### config.mk
export PLATFORM = sky130hd
export DESIGN_NAME = first_fit_extent_allocator_top
export DESIGN_NICKNAME = d
export VERILOG_FILES = /design/src/rtl/core/ffea_pkg.sv /design/src/rtl/core/ffea_datapath.sv /design/src/rtl/core/ffea_controller.sv /design/src/rtl/core/first_fit_extent_allocator_top.sv
export SDC_FILE = /design/constraint.sdc
export NUM_CORES = 1
export LEC_CHECK = 0
export ABC_AREA = 1
export BUFFER_PORTS_ARGS = -buffer_cell sky130_fd_sc_hd__buf_2
export CORE_ASPECT_RATIO = 1.2
export CORE_MARGIN = 2
export CORE_UTILIZATION = 40
export DETAILED_ROUTE_END_ITERATION = 8
export REMOVE_ABC_BUFFERS = 1
export SETUP_SLACK_MARGIN = 0.4
export SLEW_MARGIN = 20
export SYNTH_ARGS = -nofsm -noshare
export SYNTH_HDL_FRONTEND = slang
export SYNTH_SLANG_ARGS = --single-unit
export TNS_END_PERCENT = 1
### constraint.sdc
create_clock -name clock -period 6.1 [get_ports clock]
set_clock_uncertainty 0.2 [all_clocks]
set_input_delay 1.22 -clock clock [delete_from_list [all_inputs] [get_ports clock]]
set_output_delay 1.22 -clock clock [all_outputs]
set_load 0.02 [all_outputs]
### src/rtl/core/ffea_pkg.sv
// Package of the first-fit extent allocator.
// Holds the status codes and the command and status structs shared by the
// controller and the datapath. It depends on nothing else.
package ffea_pkg;

   localparam int DATA_W = 16;
   localparam int STATUS_W = 3;

   localparam logic [STATUS_W-1:0] STATUS_GRANTED  = 3'd0;
   localparam logic [STATUS_W-1:0] STATUS_NO_MEM   = 3'd1;
   localparam logic [STATUS_W-1:0] STATUS_RELEASED = 3'd2;
   localparam logic [STATUS_W-1:0] STATUS_DROPPED  = 3'd3;
   localparam logic [STATUS_W-1:0] STATUS_NULL     = 3'd4;

   localparam logic OP_ALLOC   = 1'b0;
   localparam logic OP_RELEASE = 1'b1;

   // Table read address relative to the index register.
   typedef enum logic [1:0] {
      RD_IDX,
      RD_NEXT,
      RD_PREV
   } rd_sel_type;

   // Source of the data written into the table.
   typedef enum logic [1:0] {
      WD_RDATA,
      WD_SPLIT,
      WD_NEW,
      WD_PREV
   } wr_sel_type;

   typedef enum logic [2:0] {
      IDX_HOLD,
      IDX_CLR,
      IDX_INC,
      IDX_DEC,
      IDX_COUNT
   } idx_op_type;

   typedef enum logic [2:0] {
      RES_NONE,
      RES_SPLIT,
      RES_WHOLE,
      RES_BRK,
      RES_STATUS
   } res_sel_type;

   typedef struct packed {
      logic                capture;
      logic                rd_en;
      rd_sel_type          rd_sel;
      logic                wr_en;
      wr_sel_type          wr_sel;
      logic                wr_prev;
      idx_op_type          idx_op;
      logic                cnt_inc;
      logic                cnt_dec;
      logic                save_prev;
      logic                save_pos;
      logic                latch_merge;
      res_sel_type         res_sel;
      logic [STATUS_W-1:0] res_status;
      logic                brk_adv;
      logic                rsp_load;
   } cmd_type;

   typedef struct packed {
      logic is_release;
      logic addr_null;
      logic idx_ge_count;
      logic fit;
      logic split_ok;
      logic start_lt_bs;
      logic next_ok;
      logic idx_gt_pos;
      logic mnext;
      logic mprev;
      logic full;
      logic brk_ok;
   } stat_type;

endpackage

### src/rtl/core/ffea_datapath.sv
// Datapath of the first-fit extent allocator: extent table memory, index and
// count registers, break pointer, configuration registers and result registers.
// Depends on ffea_pkg; driven by ffea_controller.
module ffea_datapath #(
   parameter int MAX_EXTENTS  = 16,
   parameter int MIN_SPLIT    = 8,
   parameter int HEADER_BYTES = 4
) (
   input  logic                          clock,
   input  logic                          reset,
   input  ffea_pkg::cmd_type             cmd,
   output ffea_pkg::stat_type            stat,
   input  logic                          req_op,
   input  logic [ffea_pkg::DATA_W-1:0]   req_request_size,
   input  logic [ffea_pkg::DATA_W-1:0]   req_address,
   input  logic [ffea_pkg::DATA_W-1:0]   req_granted_size,
   output logic [ffea_pkg::STATUS_W-1:0] rsp_status,
   output logic [ffea_pkg::DATA_W-1:0]   rsp_grant_address,
   output logic [ffea_pkg::DATA_W-1:0]   rsp_grant_size,
   input  logic                          csr_wr,
   input  logic                          csr_sel_end,
   input  logic [ffea_pkg::DATA_W-1:0]   csr_wdata,
   output logic [ffea_pkg::DATA_W-1:0]   csr_rdata
);

   localparam int AW = (MAX_EXTENTS > 1) ? $clog2(MAX_EXTENTS) : 1;
   localparam int IW = $clog2(MAX_EXTENTS + 1);
   localparam int DW = ffea_pkg::DATA_W;
   localparam logic [DW:0]   HDR17 = (DW+1)'(HEADER_BYTES);
   localparam logic [DW-1:0] HDR16 = DW'(HEADER_BYTES);
   localparam logic [DW:0]   MIN17 = (DW+1)'(MIN_SPLIT);
   localparam logic [DW:0]   MAX16 = {1'b0, {DW{1'b1}}};
   localparam logic [IW-1:0] MAXCNT = IW'(MAX_EXTENTS);

   logic [DW-1:0] mem_start [MAX_EXTENTS];
   logic [DW-1:0] mem_size  [MAX_EXTENTS];

   logic                op_ff;
   logic [DW:0]         need_ff, total_ff;
   logic [DW-1:0]       bs_ff, bz_ff, addr_ff;
   logic [DW-1:0]       cur_start_ff, cur_size_ff;
   logic [DW-1:0]       prev_start_ff, prev_size_ff;
   logic [DW-1:0]       bzm_ff;
   logic                mnext_ff;
   logic [IW-1:0]       idx_ff, idx_in, cnt_ff, pos_ff;
   logic [DW-1:0]       brk_ff, hs_ff, he_ff;
   logic [ffea_pkg::STATUS_W-1:0] res_status_ff;
   logic [DW-1:0]       res_addr_ff, res_size_ff;
   logic [ffea_pkg::STATUS_W-1:0] rsp_status_ff;
   logic [DW-1:0]       rsp_addr_ff, rsp_size_ff;

   logic [DW:0]   req1, need_in, gsz17, bz17;
   logic [DW:0]   rem17, nxt_end, nxt_sum, prv_end, prv_sum;
   logic [DW+1:0] brk_sum;
   logic [IW-1:0] idx_p1;
   logic [AW-1:0] raddr, waddr;
   logic [DW-1:0] wdata_start, wdata_size;
   logic          mnext_in;

   // Padded size and header; the release extent with saturation.
   always_comb begin
      req1    = (req_request_size == '0) ? (DW+1)'(1) : {1'b0, req_request_size};
      need_in = (req1 + (DW+1)'(3)) & ~(DW+1)'(3);
      gsz17   = {1'b0, req_granted_size} + HDR17;
      bz17    = (gsz17 > MAX16) ? MAX16 : gsz17;
   end

   // Comparisons reported to the controller.
   always_comb begin
      idx_p1  = idx_ff + IW'(1);
      rem17   = {1'b0, cur_size_ff} - total_ff;
      nxt_end = {1'b0, bs_ff} + {1'b0, bz_ff};
      nxt_sum = {1'b0, bz_ff} + {1'b0, cur_size_ff};
      mnext_in = (idx_ff < cnt_ff) && (nxt_end == {1'b0, cur_start_ff}) &&
                 (nxt_sum <= MAX16);
      prv_end = {1'b0, prev_start_ff} + {1'b0, prev_size_ff};
      prv_sum = {1'b0, prev_size_ff} + {1'b0, bzm_ff};
      brk_sum = {2'b0, brk_ff} + {1'b0, total_ff};
      stat.is_release   = op_ff;
      stat.addr_null    = (addr_ff == '0);
      stat.idx_ge_count = (idx_ff >= cnt_ff);
      stat.fit          = ({1'b0, cur_size_ff} >= total_ff);
      stat.split_ok     = (rem17 >= MIN17);
      stat.start_lt_bs  = (cur_start_ff < bs_ff);
      stat.next_ok      = (idx_p1 < cnt_ff);
      stat.idx_gt_pos   = (idx_ff > pos_ff);
      stat.mnext        = mnext_ff;
      stat.mprev        = (idx_ff != '0) && (prv_end == {1'b0, bs_ff}) &&
                          (prv_sum <= MAX16);
      stat.full         = (cnt_ff >= MAXCNT);
      stat.brk_ok       = (brk_sum <= {2'b0, he_ff});
   end

   // Table addresses and write data.
   always_comb begin
      case (cmd.rd_sel)
         ffea_pkg::RD_NEXT: raddr = idx_p1[AW-1:0];
         ffea_pkg::RD_PREV: raddr = idx_ff[AW-1:0] - AW'(1);
         default:           raddr = idx_ff[AW-1:0];
      endcase
      waddr = cmd.wr_prev ? (idx_ff[AW-1:0] - AW'(1)) : idx_ff[AW-1:0];
      case (cmd.wr_sel)
         ffea_pkg::WD_SPLIT: begin
            wdata_start = cur_start_ff + total_ff[DW-1:0];
            wdata_size  = rem17[DW-1:0];
         end
         ffea_pkg::WD_NEW: begin
            wdata_start = bs_ff;
            wdata_size  = bzm_ff;
         end
         ffea_pkg::WD_PREV: begin
            wdata_start = prev_start_ff;
            wdata_size  = prv_sum[DW-1:0];
         end
         default: begin
            wdata_start = cur_start_ff;
            wdata_size  = cur_size_ff;
         end
      endcase
   end

   // The extent table is a memory with one read and one write port.
   always_ff @(posedge clock) begin
      if (cmd.wr_en) begin
         mem_start[waddr] <= wdata_start;
         mem_size[waddr]  <= wdata_size;
      end
      if (cmd.rd_en) begin
         cur_start_ff <= mem_start[raddr];
         cur_size_ff  <= mem_size[raddr];
      end
   end

   // Index register update.
   always_comb begin
      case (cmd.idx_op)
         ffea_pkg::IDX_CLR:   idx_in = '0;
         ffea_pkg::IDX_INC:   idx_in = idx_p1;
         ffea_pkg::IDX_DEC:   idx_in = idx_ff - IW'(1);
         ffea_pkg::IDX_COUNT: idx_in = cnt_ff;
         default:             idx_in = idx_ff;
      endcase
   end

   // Control registers: count, break pointer and configuration.
   always_ff @(posedge clock) begin
      if (reset) begin
         cnt_ff <= '0;
         brk_ff <= '0;
         hs_ff  <= '0;
         he_ff  <= '1;
         idx_ff <= '0;
      end else begin
         idx_ff <= idx_in;
         if (cmd.cnt_inc) cnt_ff <= cnt_ff + IW'(1);
         else if (cmd.cnt_dec) cnt_ff <= cnt_ff - IW'(1);
         if (csr_wr && !csr_sel_end) begin
            hs_ff  <= csr_wdata;
            brk_ff <= csr_wdata;
         end else if (cmd.brk_adv) begin
            brk_ff <= brk_sum[DW-1:0];
         end
         if (csr_wr && csr_sel_end) he_ff <= csr_wdata;
      end
   end

   assign csr_rdata = csr_sel_end ? he_ff : hs_ff;

   // Request capture, scan side registers and result staging.
   always_ff @(posedge clock) begin
      if (cmd.capture) begin
         op_ff    <= req_op;
         need_ff  <= need_in;
         total_ff <= need_in + HDR17;
         addr_ff  <= req_address;
         bs_ff    <= req_address - HDR16;
         bz_ff    <= bz17[DW-1:0];
         res_status_ff <= ffea_pkg::STATUS_GRANTED;
         res_addr_ff   <= '0;
         res_size_ff   <= '0;
      end
      if (cmd.save_prev) begin
         prev_start_ff <= cur_start_ff;
         prev_size_ff  <= cur_size_ff;
      end
      if (cmd.save_pos) pos_ff <= idx_ff;
      if (cmd.latch_merge) begin
         mnext_ff <= mnext_in;
         bzm_ff   <= mnext_in ? nxt_sum[DW-1:0] : bz_ff;
      end
      case (cmd.res_sel)
         ffea_pkg::RES_SPLIT: begin
            res_status_ff <= ffea_pkg::STATUS_GRANTED;
            res_addr_ff   <= cur_start_ff + HDR16;
            res_size_ff   <= need_ff[DW-1:0];
         end
         ffea_pkg::RES_WHOLE: begin
            res_status_ff <= ffea_pkg::STATUS_GRANTED;
            res_addr_ff   <= cur_start_ff + HDR16;
            res_size_ff   <= cur_size_ff - HDR16;
         end
         ffea_pkg::RES_BRK: begin
            res_status_ff <= ffea_pkg::STATUS_GRANTED;
            res_addr_ff   <= brk_ff + HDR16;
            res_size_ff   <= need_ff[DW-1:0];
         end
         ffea_pkg::RES_STATUS: begin
            res_status_ff <= cmd.res_status;
            res_addr_ff   <= '0;
            res_size_ff   <= '0;
         end
         default: ;
      endcase
      if (cmd.rsp_load) begin
         rsp_status_ff <= res_status_ff;
         rsp_addr_ff   <= res_addr_ff;
         rsp_size_ff   <= res_size_ff;
      end
   end

   assign rsp_status        = rsp_status_ff;
   assign rsp_grant_address = rsp_addr_ff;
   assign rsp_grant_size    = rsp_size_ff;

endmodule

### src/rtl/core/ffea_controller.sv
// Controller of the first-fit extent allocator: sequences table scans,
// shifts and the result handshake. Depends on ffea_pkg; drives ffea_datapath.
module ffea_controller (
   input  logic                clock,
   input  logic                reset,
   input  logic                req_valid,
   output logic                req_stall,
   output logic                rsp_valid,
   input  logic                rsp_stall,
   input  ffea_pkg::stat_type  stat,
   output ffea_pkg::cmd_type   cmd
);

   typedef enum logic [3:0] {
      S_IDLE, S_LOAD, A_RD, A_CHK, A_BRK, D_RD, D_WR,
      R_RD, R_CMP, R_MRG, R_DEC, U_RD, U_WR, S_DONE
   } state_type;

   state_type state_ff, state_in;
   logic      rsp_valid_ff;
   logic      out_free;

   assign out_free  = !rsp_valid_ff || !rsp_stall;
   assign req_stall = (state_ff != S_IDLE);
   assign rsp_valid = rsp_valid_ff;

   // Next state and commands.
   always_comb begin
      cmd = '0;
      cmd.rd_sel = ffea_pkg::RD_IDX;
      cmd.wr_sel = ffea_pkg::WD_RDATA;
      cmd.idx_op = ffea_pkg::IDX_HOLD;
      cmd.res_sel = ffea_pkg::RES_NONE;
      cmd.res_status = ffea_pkg::STATUS_GRANTED;
      state_in = state_ff;
      case (state_ff)
         S_IDLE: begin
            if (req_valid) begin
               cmd.capture = 1'b1;
               cmd.idx_op  = ffea_pkg::IDX_CLR;
               state_in    = S_LOAD;
            end
         end
         S_LOAD: begin
            if (!stat.is_release) begin
               state_in = A_RD;
            end else if (stat.addr_null) begin
               cmd.res_sel    = ffea_pkg::RES_STATUS;
               cmd.res_status = ffea_pkg::STATUS_NULL;
               state_in       = S_DONE;
            end else begin
               state_in = R_RD;
            end
         end
         A_RD: begin
            if (stat.idx_ge_count) begin
               state_in = A_BRK;
            end else begin
               cmd.rd_en = 1'b1;
               state_in  = A_CHK;
            end
         end
         A_CHK: begin
            if (stat.fit && stat.split_ok) begin
               cmd.wr_en   = 1'b1;
               cmd.wr_sel  = ffea_pkg::WD_SPLIT;
               cmd.res_sel = ffea_pkg::RES_SPLIT;
               state_in    = S_DONE;
            end else if (stat.fit) begin
               cmd.res_sel = ffea_pkg::RES_WHOLE;
               state_in    = D_RD;
            end else begin
               cmd.idx_op = ffea_pkg::IDX_INC;
               state_in   = A_RD;
            end
         end
         A_BRK: begin
            if (stat.brk_ok) begin
               cmd.res_sel = ffea_pkg::RES_BRK;
               cmd.brk_adv = 1'b1;
            end else begin
               cmd.res_sel    = ffea_pkg::RES_STATUS;
               cmd.res_status = ffea_pkg::STATUS_NO_MEM;
            end
            state_in = S_DONE;
         end
         // Close the gap left by a removed entry, one entry at a time.
         D_RD: begin
            if (stat.next_ok) begin
               cmd.rd_en  = 1'b1;
               cmd.rd_sel = ffea_pkg::RD_NEXT;
               state_in   = D_WR;
            end else begin
               cmd.cnt_dec = 1'b1;
               state_in    = S_DONE;
            end
         end
         D_WR: begin
            cmd.wr_en  = 1'b1;
            cmd.idx_op = ffea_pkg::IDX_INC;
            state_in   = D_RD;
         end
         // Find the insert position in address order.
         R_RD: begin
            if (stat.idx_ge_count) begin
               state_in = R_MRG;
            end else begin
               cmd.rd_en = 1'b1;
               state_in  = R_CMP;
            end
         end
         R_CMP: begin
            if (stat.start_lt_bs) begin
               cmd.save_prev = 1'b1;
               cmd.idx_op    = ffea_pkg::IDX_INC;
               state_in      = R_RD;
            end else begin
               state_in = R_MRG;
            end
         end
         R_MRG: begin
            cmd.latch_merge = 1'b1;
            state_in        = R_DEC;
         end
         R_DEC: begin
            cmd.res_sel    = ffea_pkg::RES_STATUS;
            cmd.res_status = ffea_pkg::STATUS_RELEASED;
            if (stat.mnext && stat.mprev) begin
               cmd.wr_en   = 1'b1;
               cmd.wr_sel  = ffea_pkg::WD_PREV;
               cmd.wr_prev = 1'b1;
               state_in    = D_RD;
            end else if (stat.mnext) begin
               cmd.wr_en  = 1'b1;
               cmd.wr_sel = ffea_pkg::WD_NEW;
               state_in   = S_DONE;
            end else if (stat.mprev) begin
               cmd.wr_en   = 1'b1;
               cmd.wr_sel  = ffea_pkg::WD_PREV;
               cmd.wr_prev = 1'b1;
               state_in    = S_DONE;
            end else if (stat.full) begin
               cmd.res_status = ffea_pkg::STATUS_DROPPED;
               state_in       = S_DONE;
            end else begin
               cmd.save_pos = 1'b1;
               cmd.idx_op   = ffea_pkg::IDX_COUNT;
               state_in     = U_RD;
            end
         end
         // Open a slot at the insert position, top entry first.
         U_RD: begin
            if (stat.idx_gt_pos) begin
               cmd.rd_en  = 1'b1;
               cmd.rd_sel = ffea_pkg::RD_PREV;
               state_in   = U_WR;
            end else begin
               cmd.wr_en   = 1'b1;
               cmd.wr_sel  = ffea_pkg::WD_NEW;
               cmd.cnt_inc = 1'b1;
               state_in    = S_DONE;
            end
         end
         U_WR: begin
            cmd.wr_en  = 1'b1;
            cmd.idx_op = ffea_pkg::IDX_DEC;
            state_in   = U_RD;
         end
         S_DONE: begin
            if (out_free) begin
               cmd.rsp_load = 1'b1;
               state_in     = S_IDLE;
            end
         end
         default: state_in = S_IDLE;
      endcase
   end

   // State and output valid.
   always_ff @(posedge clock) begin
      if (reset) begin
         state_ff     <= S_IDLE;
         rsp_valid_ff <= 1'b0;
      end else begin
         state_ff <= state_in;
         if (cmd.rsp_load) rsp_valid_ff <= 1'b1;
         else if (!rsp_stall) rsp_valid_ff <= 1'b0;
      end
   end

endmodule

### src/rtl/core/first_fit_extent_allocator_top.sv
// Top level of the first-fit extent allocator; joins ffea_controller and
// ffea_datapath. Depends on ffea_pkg.
//
// One request is handled at a time. An allocate scans table entries up to the
// first fit, then moves entries down when a whole extent is taken; a release
// scans entries up to its position, then moves entries up or down. The entries
// scanned and the entries moved never add up to more than the table holds. The
// time a request takes is set by the single read and write port of the extent
// table memory.
// The result is held in an output register, so the next request is taken
// while it waits. heap_start (address 0) also reloads the break pointer;
// heap_end is at address 4.
module first_fit_extent_allocator_top #(
   parameter int MAX_EXTENTS  = 16,
   parameter int MIN_SPLIT    = 8,
   parameter int HEADER_BYTES = 4
) (
   input  logic                          clock,
   input  logic                          reset,
   input  logic                          req_valid,
   output logic                          req_stall,
   input  logic                          req_op,
   input  logic [ffea_pkg::DATA_W-1:0]   req_request_size,
   input  logic [ffea_pkg::DATA_W-1:0]   req_address,
   input  logic [ffea_pkg::DATA_W-1:0]   req_granted_size,
   output logic                          rsp_valid,
   input  logic                          rsp_stall,
   output logic [ffea_pkg::STATUS_W-1:0] rsp_status,
   output logic [ffea_pkg::DATA_W-1:0]   rsp_grant_address,
   output logic [ffea_pkg::DATA_W-1:0]   rsp_grant_size,
   input  logic                          psel,
   input  logic                          penable,
   input  logic                          pwrite,
   input  logic [2:0]                    paddr,
   input  logic [31:0]                   pwdata,
   output logic [31:0]                   prdata,
   output logic                          pready
);

   ffea_pkg::cmd_type  cmd;
   ffea_pkg::stat_type stat;
   logic                        csr_wr;
   logic [ffea_pkg::DATA_W-1:0] csr_rdata;

   // Register write strobe; paddr bit 2 selects the register.
   assign pready = 1'b1;
   assign csr_wr = psel && penable && pwrite;
   assign prdata = {16'b0, csr_rdata};

   ffea_controller u_ctrl (
      .clock     (clock),
      .reset     (reset),
      .req_valid (req_valid),
      .req_stall (req_stall),
      .rsp_valid (rsp_valid),
      .rsp_stall (rsp_stall),
      .stat      (stat),
      .cmd       (cmd)
   );

   ffea_datapath #(
      .MAX_EXTENTS  (MAX_EXTENTS),
      .MIN_SPLIT    (MIN_SPLIT),
      .HEADER_BYTES (HEADER_BYTES)
   ) u_dp (
      .clock             (clock),
      .reset             (reset),
      .cmd               (cmd),
      .stat              (stat),
      .req_op            (req_op),
      .req_request_size  (req_request_size),
      .req_address       (req_address),
      .req_granted_size  (req_granted_size),
      .rsp_status        (rsp_status),
      .rsp_grant_address (rsp_grant_address),
      .rsp_grant_size    (rsp_grant_size),
      .csr_wr            (csr_wr),
      .csr_sel_end       (paddr[2]),
      .csr_wdata         (pwdata[15:0]),
      .csr_rdata         (csr_rdata)
   );

endmodule

=== Word-level counts from Yosys, hierarchy flattened ===
Memory sizes are Yosys's and may differ from the RTL's. A register that Yosys moved wholly into a read port is not among the register bits.
Index checks and enable logic that the tools add are counted.
W data, S select, Z words.

* Register bits: 267
* Bits in writable memories: 512
* Word-level logic and storage cells: 208
* Memories kept: 2

{| class="wikitable"
|+ Memory list
! memory !! words !! bits a word !! read ports !! clocked after Yosys merged registers in !! wr ports !! RTL line !! RTL
|-
| u_dp.mem_size || 16 || 16 || 1 || 1 || 1 || ffea_datapath.sv:36 || <nowiki>logic [DW-1:0] mem_size [MAX_EXTENTS];</nowiki>
|-
| u_dp.mem_start || 16 || 16 || 1 || 1 || 1 || ffea_datapath.sv:35 || <nowiki>logic [DW-1:0] mem_start [MAX_EXTENTS];</nowiki>
|}

* Add/subtract/negate cells: 19
* Order comparisons: 12
* Eq/ne operators: 31
* Muxes and demuxes: 89
* Reductions and logical operators: 31

{| class="wikitable"
|+ Operators with widths
! kind !! number
|-
| $pmux W16 S3 || 4
|-
| $mux W16 || 6
|-
| $add A16 B16 Y17 || 4
|-
| $mux W3 || 19
|-
| $pmux W4 S14 || 1
|-
| $mux W4 || 13
|-
| $eq A17 B16 Y1 || 2
|-
| $le A17 B16 Y1 const B || 2
|-
| $add A16 B3 Y16 const B || 2
|-
| $logic_not A16 Y1 || 2
|-
| $sub A16 B3 Y16 const B || 2
|-
| $mux W1 || 29
|-
| $eq A4 B4 Y1 const B || 6
|-
| $pmux W5 S4 || 1
|-
| $add A16 B17 Y18 || 1
|-
| $le A18 B16 Y1 || 1
|-
| $pmux W3 S6 || 1
|-
| $add A16 B2 Y17 const B || 1
|-
| $add A16 B3 Y17 const B || 1
|-
| $add A17 B3 Y17 const B || 1
|-
| $ge A16 B17 Y1 || 1
|-
| $ge A17 B4 Y1 const B || 1
|-
| $gt A17 B16 Y1 const B || 1
|-
| $sub A16 B17 Y17 || 1
|-
| 41 further kinds || 79
|}

=== Longest topological paths before layout ===
Gate-level depths: netlist (run 1).

* Depth after elaboration: 10
* Depth in mapped cells: 30
* Depth with buffers taken out: 29

=== Hierarchy ===
Synthesis (run 1) repeated with hierarchy kept, for this count alone.

* Cell total of the unflattened synthesis: 4238
* Area total of the unflattened synthesis: 41811.4 um2

{| class="wikitable"
|+ By module, submodules not included
! module !! instances !! cells an instance !! area an instance (um2) !! sequential area each (um2)
|-
| ffea_datapath || 1 || 4087 || 40974.3 || 23502.5
|-
| ffea_controller || 1 || 129 || 688.2 || 100.1
|-
| first_fit_extent_allocator_top || 1 || 22 || 148.9 || 0.0
|}

=== Worst setup path before layout (run 1) ===
Ideal clock, no wire load.

* Path kind: reg-to-reg
* Start: register u_dp.prev_size_ff[0]
* End: memory u_dp.mem_size[0][0] in the netlist's numbering (enable)
* Arrival time: 3865 ps
* Setup slack: 1614 ps
* Cell stages (with the launch flop): 21
* Clock period less this slack: 4486 ps
* Path through: edfxtp_1 ha_1 inv_1 fa_1 inv_1 nand3_2 nand2_2 nand2_1 nand2_2 xor2_1 nand2_1 nor2_1 nand2_1 nor2_2 nand4_2 nand2_2 nand2_4 buf_6 nand4_4 nand3_2 nor2_1

* Longest elaborated chain between the ends: 10
* Elaborated cells on any way between the ends: 16

{| class="wikitable"
|+ RTL lines
! item !! RTL line !! RTL
|-
| from (decl) || ffea_datapath.sv:42 || <nowiki>logic [DW-1:0] prev_start_ff, prev_size_ff;</nowiki>
|-
| from (signal assigned) || ffea_datapath.sv:184 || <nowiki>prev_size_ff <= cur_size_ff;</nowiki>
|-
| branches (longest 3 deep; another with $add A16 B16 Y17) || -- ||
|-
| $logic_and A1 B1 Y1 (*) || ffea_datapath.sv:88 || <nowiki>stat.mprev = (idx_ff != '0) && (prv_end == {1'b0, bs_ff}) &&</nowiki>
|-
| $mux W4 || ffea_controller.sv:137 || <nowiki>end else if (stat.mprev) begin</nowiki>
|-
| $mux W3 || ffea_controller.sv:133 || <nowiki>end else if (stat.mnext) begin</nowiki>
|-
| $mux W4 (*) || ffea_controller.sv:128 || <nowiki>if (stat.mnext && stat.mprev) begin</nowiki>
|-
| $pmux W1 S4 || ffea_controller.sv:36 || <nowiki>case (state_ff)</nowiki>
|-
| $mux W1 || ffea_datapath.sv:124 || <nowiki>if (cmd.wr_en) begin</nowiki>
|-
| $mux W1 (implied by the code) || ffea_datapath.sv:126 || <nowiki>mem_size[waddr] <= wdata_size;</nowiki>
|-
| to (decl) || ffea_datapath.sv:36 ||
|}

Every way passes the cells marked *.

=== Worst setup path in the final report (run 1) ===
* Start: register u_dp.total_ff[3]
* End: register u_dp.res_addr_ff[12] (data pin)

* Longest elaborated chain between the ends: 8
* Elaborated cells on any way between the ends: 16

{| class="wikitable"
|+ RTL lines
! item !! RTL line !! RTL
|-
| from (decl) || ffea_datapath.sv:39 || <nowiki>logic [DW:0] need_ff, total_ff;</nowiki>
|-
| from (signal assigned) || ffea_datapath.sv:174 || <nowiki>total_ff <= need_in + HDR17;</nowiki>
|-
| $sub A16 B17 Y17 || ffea_datapath.sv:71 || <nowiki>rem17 = {1'b0, cur_size_ff} - total_ff;</nowiki>
|-
| $ge A17 B4 Y1 || ffea_datapath.sv:83 || <nowiki>stat.split_ok = (rem17 >= MIN17);</nowiki>
|-
| $logic_and A1 B1 Y1 || ffea_controller.sv:64 || <nowiki>if (stat.fit && stat.split_ok) begin</nowiki>
|-
| $mux W3 || ffea_controller.sv:64 ||
|-
| $pmux W3 S4 (*) || ffea_controller.sv:36 ||
|-
| $eq A3 B1 Y1 / $eq A3 B2 Y1 (equally long branches) || ffea_datapath.sv:191 || <nowiki>case (cmd.res_sel)</nowiki>
|-
| $reduce_or A2 Y1 (no source line) || -- ||
|-
| $pmux W16 S3 (*) || ffea_datapath.sv:191 ||
|-
| to (signal assigned) || ffea_datapath.sv:194 || <nowiki>res_addr_ff <= cur_start_ff + HDR16;</nowiki>
|-
| to (signal assigned) || ffea_datapath.sv:199 || <nowiki>res_addr_ff <= cur_start_ff + HDR16;</nowiki>
|-
| to (signal assigned) || ffea_datapath.sv:204 || <nowiki>res_addr_ff <= brk_ff + HDR16;</nowiki>
|-
| to (decl) || ffea_datapath.sv:48 || <nowiki>logic [DW-1:0] res_addr_ff, res_size_ff;</nowiki>
|}

Every way passes the cells marked *; elsewhere a longest branch is shown, timed or not.
A chain may end at the register's enable or synchronous reset.

==> flow_summary.ini, run 1 <==
[drt]
vias_per_cell = 5.403
wl_per_cell_um = 21.08
ant_nets = 0
routed_wl_mm = 116.0
remaining_drc_errors = 0
dr_total_vias = 29730
firstDrtPassIters = 5
first_iter_violations = 2531

[logic_synthesis]
synth_enable_flop_cells = 744
synthCells = 3952
synth_area_leaders = edfxtp_1, nand2_1, ha_1
yosys.area.top_type_share_pct = 54.60
synth_warnings = 0
synth_most_common_cell = edfxtp_1
synthTopCellsByCount = edfxtp_1, nand2_1, nor2_1
async_flop_share_pct = 0
ys.flop_type = edfxtp_1
avgSynthCellArea_um2 = 10.35
seq_area_frac_synth_pct = 57.68
synth_area_mm2 = 0.04092
synth.largest_area_cell = edfxtp_1
ys_ff_latch = 807
synth_cell_types = 64

[floorplan]
die_x_um = 296.0
core_area_mm2 = 0.1015
die_area_mm2 = 0.1049
rows = 128
die_y_um = 354.4
initial_core_util_pct = 40.30
ios = 161

[global_route]
grt_usage_pct = 21.94
grt_max_degree = 142
overflow = 0
grt_pass1_wl_mm = 173.3
grt_pass1_vias = 28730
antenna_found_initial = 1

[sta]
final-hold-violation-count = 0
fin_crit_ps = 5059
grt_setup_unrepaired = false
drv_slew = 0
setup-tns-final_ps = 0
slew_headroom_pct = 24.87
setup_viol = 0
tightestPinTransition_ps = 1124
fin_crit_sh_pct = 82.93
hold_slack_ps = 209.0
max_freq_mhz = 197.7

[critical_path]
timing.rr.end = u_dp.res_addr_ff[12]$_DFFE_PP_
worst-endpoint-required_ps = 6290
reg2reg_slack_ps = 1040
endpoint = u_dp.res_addr_ff[12]$_DFFE_PP_
r2r_start = u_dp.total_ff[3]$_DFFE_PP_
cp.arrival_ps = 5250
worstPathMaxFanout = 20
crit_start = u_dp.total_ff[3]$_DFFE_PP_
start_kind = flip-flop
endpoint_kind = flip-flop
worstSetupPathType = reg -> reg
worstRegToRegCells = 26

[clock_network]
insertion_delay_ps = 650
post_cts_resized = 0
cts_max_path_buffers = 3
clock_sinks = 807
postCtsSetupRepairBufs = 0
cts.root.buffer_cell = clkbuf_16
cts_htree_levels = 3
clk_pin_slew_ps = 70
cts_tree = built
cts.hold.buffers_added = 0
cts_buffers = 81

[place]
dp_cells = 5352
place.gp.congestion = 0.9849
io_buffers = 125
dp_hpwl_mm = 78.35

[cells_and_area]
stdcell_count = 5503
fillCellCount = 9542
drive_gt1_share_pct = 9.961
syn_to_final_growth_pct = 12.26
reg_top3 = u_dp.mem_size (256), u_dp.mem_start (256)
num-nets-final = 4333

[power]
p_per_area_mw_per_mm2 = 391.7
power_leakage_nw = 17.37
ir_drop_v = 0.0002179

[min_path]
hold_class = reg -> reg

[run_status]
status = completed

[job]
maxCapViolCount = 0
==> cells by family (layout without fill, tap and decap cells) <==
kind of cell | after synthesis | count (layout) | synth area share [%]
and+or+nand+nor | 1541 | 1541 | 16.50
DFF | 807 | 807 | 57.68
AOI/OAI and AO/OA | 696 | 696 | 10.56
buffers and inverters | 529 | 698 | 5.247
adders and majority gates | 172 | 172 | 5.406
xor gates and xnor gates | 143 | 143 | 3.079
muxes | 62 | 62 | 1.517
other | 2 | 19 | 0.01835
==> per-layer routing <==
layer	GRT usage [%]	up-vias	wire length, um
li1	-	14270	-
met1	27.65	14310	48440
met2	38.28	918	57080
met3	2.442	233	5880
met4	8.929	0	4592
met5	0	-	0
==> area by class of cell <==
| type | count | area, um2 | area share, % |
|---|---|---|---|
| diodes | 2 | 5.005 | 0.01090 |
| clock buffers | 100 | 2130 | 4.636 |
| clock inverters | 49 | 483.0 | 1.051 |
| inverters | 361 | 1366 | 2.975 |
| multi-input cells | 2631 | 15410 | 33.56 |
| flip-flops and latches | 807 | 23600 | 51.38 |
| well taps | 1365 | 1708 | 3.718 |
| repair buffers | 188 | 1226 | 2.669 |
==> how the worst min path moves through the flow <==
stage / depth (start not counted) / end / startpoint
2_1_floorplan: 0 / u_dp.rsp_grant_address[0]$_DFFE_PP_ / u_dp.res_addr_ff[0]$_DFFE_PP_
3_3_place_gp: 0 / u_dp.rsp_grant_address[15]$_DFFE_PP_ / u_dp.res_addr_ff[15]$_DFFE_PP_
3_5_place_dp: 0 / u_dp.rsp_grant_size[11]$_DFFE_PP_ / u_dp.res_size_ff[11]$_DFFE_PP_
4_1_cts: 0 / u_dp.rsp_grant_address[9]$_DFFE_PP_ / u_dp.res_addr_ff[9]$_DFFE_PP_
5_1_grt: 0 / u_dp.rsp_grant_address[14]$_DFFE_PP_ / u_dp.res_addr_ff[14]$_DFFE_PP_
6_report: 0 / u_dp.rsp_grant_address[9]$_DFFE_PP_ / u_dp.res_addr_ff[9]$_DFFE_PP_
==> layout by cell type, fill, tap and decap left out, types with 12 or more instances in the layout <==
cell | Yosys | routed
edfxtp_1 | 744 | 744
nand2_1 | 639 | 639
nor2_1 | 451 | 432
inv_1 | 347 | 345
o21ai_0 | 246 | 246
nand3_1 | 216 | 214
a21oi_1 | 171 | 171
ha_1 | 164 | 164
buf_2 | 18 | 124
nand4_1 | 99 | 99
xor2_1 | 95 | 95
clkbuf_16 | 0 | 82
o211ai_1 | 68 | 68
o221ai_1 | 66 | 66
o32ai_1 | 66 | 66
dfxtp_1 | 63 | 63
mux2i_1 | 62 | 62
buf_4 | 19 | 54
xnor2_1 | 47 | 47
nor3_1 | 44 | 44
a31oi_1 | 24 | 24
nor2_4 | 4 | 22
nand2_2 | 19 | 19
clkinv_1 | 4 | 19
conb_1 | 2 | 17
clkbuf_1 | 112 | 17
clkinv_2 | 0 | 15
nor4_1 | 12 | 12
or2_2 | 12 | 12
==> critical path: stages (launching register included) <==
cell and delay [ps]:
edfxtp_1 600, inv_1 260, fa_1 490, inv_1 90, nand4_1 120, o211ai_2 150
a21oi_1 160, xnor2_1 260, ha_1 280, nand2_1 80, nor2_1 50, a211oi_1 290
nand2_1 100, nand2_1 60, nand2_1 60, nand2_2 200, nand2_4 90, nor2_4 440
nand2_2 90, nand2_2 130, inv_1 90, nor2_4 150, nand3_1 90, nand2_1 80
nand2_1 60, nand2_1 70, inv_1 40
==> report_power, final <==
part,leakage [nW],total (W),switching (W),internal [W]
sequential,7.27,0.00728,0.000470,0.00681
clock,1.27,0.00492,0.00212,0.00280
combinational,8.83,0.00579,0.00384,0.00195
==> through the flow <==
| step | util (%) | setup slack, ps | total power [W] | area (um2) |
|---|---|---|---|---|
| after floorplan | - | -14090 | 0.01150 | 40180 |
| after CTS | 45.23 | 975.6 | 0.01808 | 45930 |
| after detailed placement | 42.66 | 1006 | 0.01315 | 43310 |
| after global routing | 45.23 | 530.1 | 0.01902 | 45930 |
| after global placement | 42.65 | 1042 | 0.01308 | 43310 |
| final | 45.24 | 1041 | 0.01799 | 45930 |
Power figures use the tool's default switching activity.
==> inputs of run 2 (changes only) <==
- clock period: 6.1 -> 5 ns (I/O delays scaled with it)
==> flow_summary.ini, run 2 (same netlist as run 1, synthesis figures left out) <==
[global_route]
grt_pass1_vias = 28950
overflow = 0
grt_pass1_wl_mm = 177.0
grt_max_degree = 93
grt_usage_pct = 22.48
antenna_found_initial = 2

[floorplan]
core_area_mm2 = 0.1015
initial_core_util_pct = 40.30
die_x_um = 296.0
rows = 128
die_area_mm2 = 0.1049
ios = 161
die_y_um = 354.4

[power]
power_leakage_nw = 18.04
ir_drop_v = 0.0002473
p_per_area_mw_per_mm2 = 475.1

[run_status]
status = completed

[place]
io_buffers = 125
place.gp.congestion = 0.9718
dpl-instance-area_mm2 = 0.04428
dp_hpwl_mm = 83.26

[clock_network]
clock_sinks = 807
cts.root.buffer_cell = clkbuf_16
cts.hold.buffers_added = 0
cts_buffers = 82
cts_tree = built
insertion_delay_ps = 670
cts_max_path_buffers = 3
cts_htree_levels = 3
clk_pin_slew_ps = 60

[drt]
routed_wl_mm = 120.5
top_layer_used = met5
ant_nets = 0
remaining_drc_errors = 0
firstDrtPassIters = 8
first_iter_violations = 2490
drt-met1-wl_mm = 49.64
wl_per_cell_um = 21.46
dr_total_vias = 30460
dr_wl_met3_mm = 7.016
wl_met2_mm = 59.19
vias_per_cell = 5.423

[sta]
fin_crit_ps = 4355
max_freq_mhz = 229.6
drv_slew = 0
final-hold-violation-count = 0
setup-tns-final_ps = 0
setup_viol = 0
grt_setup_unrepaired = true
fin_crit_sh_pct = 87.11
tightestPinTransition_ps = 1142
slew_headroom_pct = 23.90

[cells_and_area]
num-nets-final = 4446
drive_gt1_share_pct = 12.82
final_cell_mix = edfxtp_1, nand2_1, nor2_1, inv_1, o21ai_0
layout_commonest_cell = edfxtp_1
fillCellCount = 9408
reg_top3 = u_dp.mem_size (256), u_dp.mem_start (256)
design_area_mm2 = 0.04726
n_antenna_cell = 0
syn_to_final_growth_pct = 15.50
utilization_pct = 46.55

[min_path]
hold_class = reg -> reg

[critical_path]
start_kind = flip-flop
cp.arrival_ps = 4490
worstPathMaxFanout = 20
worst-endpoint-required_ps = 5130
endpoint_kind = flip-flop
worstSetupPathType = reg -> reg

[job]
maxCapViolCount = 0
## run 2: changes by cell type in the layout (fill, tap and decap cells not counted), sizes merged
| cell | delta |
|---|---|
| clkinv | +2 |
| clkbuf | +4 |
| nand2 | +1 |
| diode | -2 |
| bufinv | -4 |
| nand3 | +1 |
| clkinvlp | +5 |
| buf | +106 |
## run 2: worst paths after layout
check                                       from                                 to  slack (ps)  depth (start not counted)
setup / recovery  u_dp.prev_size_ff[0]$_DFFE_PP_      u_dp.mem_size[0][6]$_DFFE_PP_         640                         19
hold / removal    u_dp.res_size_ff[10]$_DFFE_PP_  u_dp.rsp_grant_size[10]$_DFFE_PP_         220                          0
setup reg to reg  u_dp.prev_size_ff[0]$_DFFE_PP_      u_dp.mem_size[0][6]$_DFFE_PP_         640                         19
hold reg to reg   u_dp.res_size_ff[10]$_DFFE_PP_  u_dp.rsp_grant_size[10]$_DFFE_PP_         220                          0
## run 2: critical path, cell delays in order, from the launching register on
cell	delay (ps)
edfxtp_1	440
ha_1	290
inv_1	80
fa_1	390
inv_1	140
nand2_1	60
nand2_1	70
xor2_1	180
inv_1	60
nor3_1	310
inv_1	70
nor2_1	150
nand3_1	110
nor2_2	140
nand4_4	190
o21ai_4	340
nand3_2	170
buf_4	200
nor2_4	170
buf_12	240
## run 2: layout make-up
class	instances	area, um2	area share, %
Multi-Input combinational cell	2633	15510	32.82
Timing Repair Buffer	298	2430	5.141
Tap cell	1365	1708	3.614
Inverter	361	1366	2.891
Clock buffer	100	2202	4.659
Sequential cell	807	23610	49.95
Clock inverter	52	437.9	0.9266
## run 2: layer usage
layer  GRT usage, %  vias up
li1               -    14520
met1          28.53    14690
met2          39.04     1022
met3          2.980      222
met4          8.263        4
met5              0        -
## run 2: stage by stage
stage	setup slack [ps]	total power, W	instances	hold slack [ps]
after floorplan	-15190	0.01403	3799	200.3
after global placement	313.8	0.01630	5444	203.6
after detailed placement	389.1	0.01636	5444	204.5
after CTS	436.5	0.02238	5597	217.8
after global routing	345.8	0.02369	5616	223.8
final	644.7	0.02245	5616	216.3
## run 2: repair_timing
action / CTS / global route
gates resized for setup: 1 / 24
gates cloned: 0 / 6
setup endpoints to repair: 4 / 434
buffers inserted: 1 / 13
pin swaps: 0 / 13
## run 2: power breakdown
| group | internal (W) | total [W] | switching [W] |
|---|---|---|---|
| Combinational | 0.00267 | 0.00766 | 0.00499 |
| Clock | 0.00333 | 0.00600 | 0.00267 |
| Sequential | 0.00829 | 0.00879 | 0.000501 |
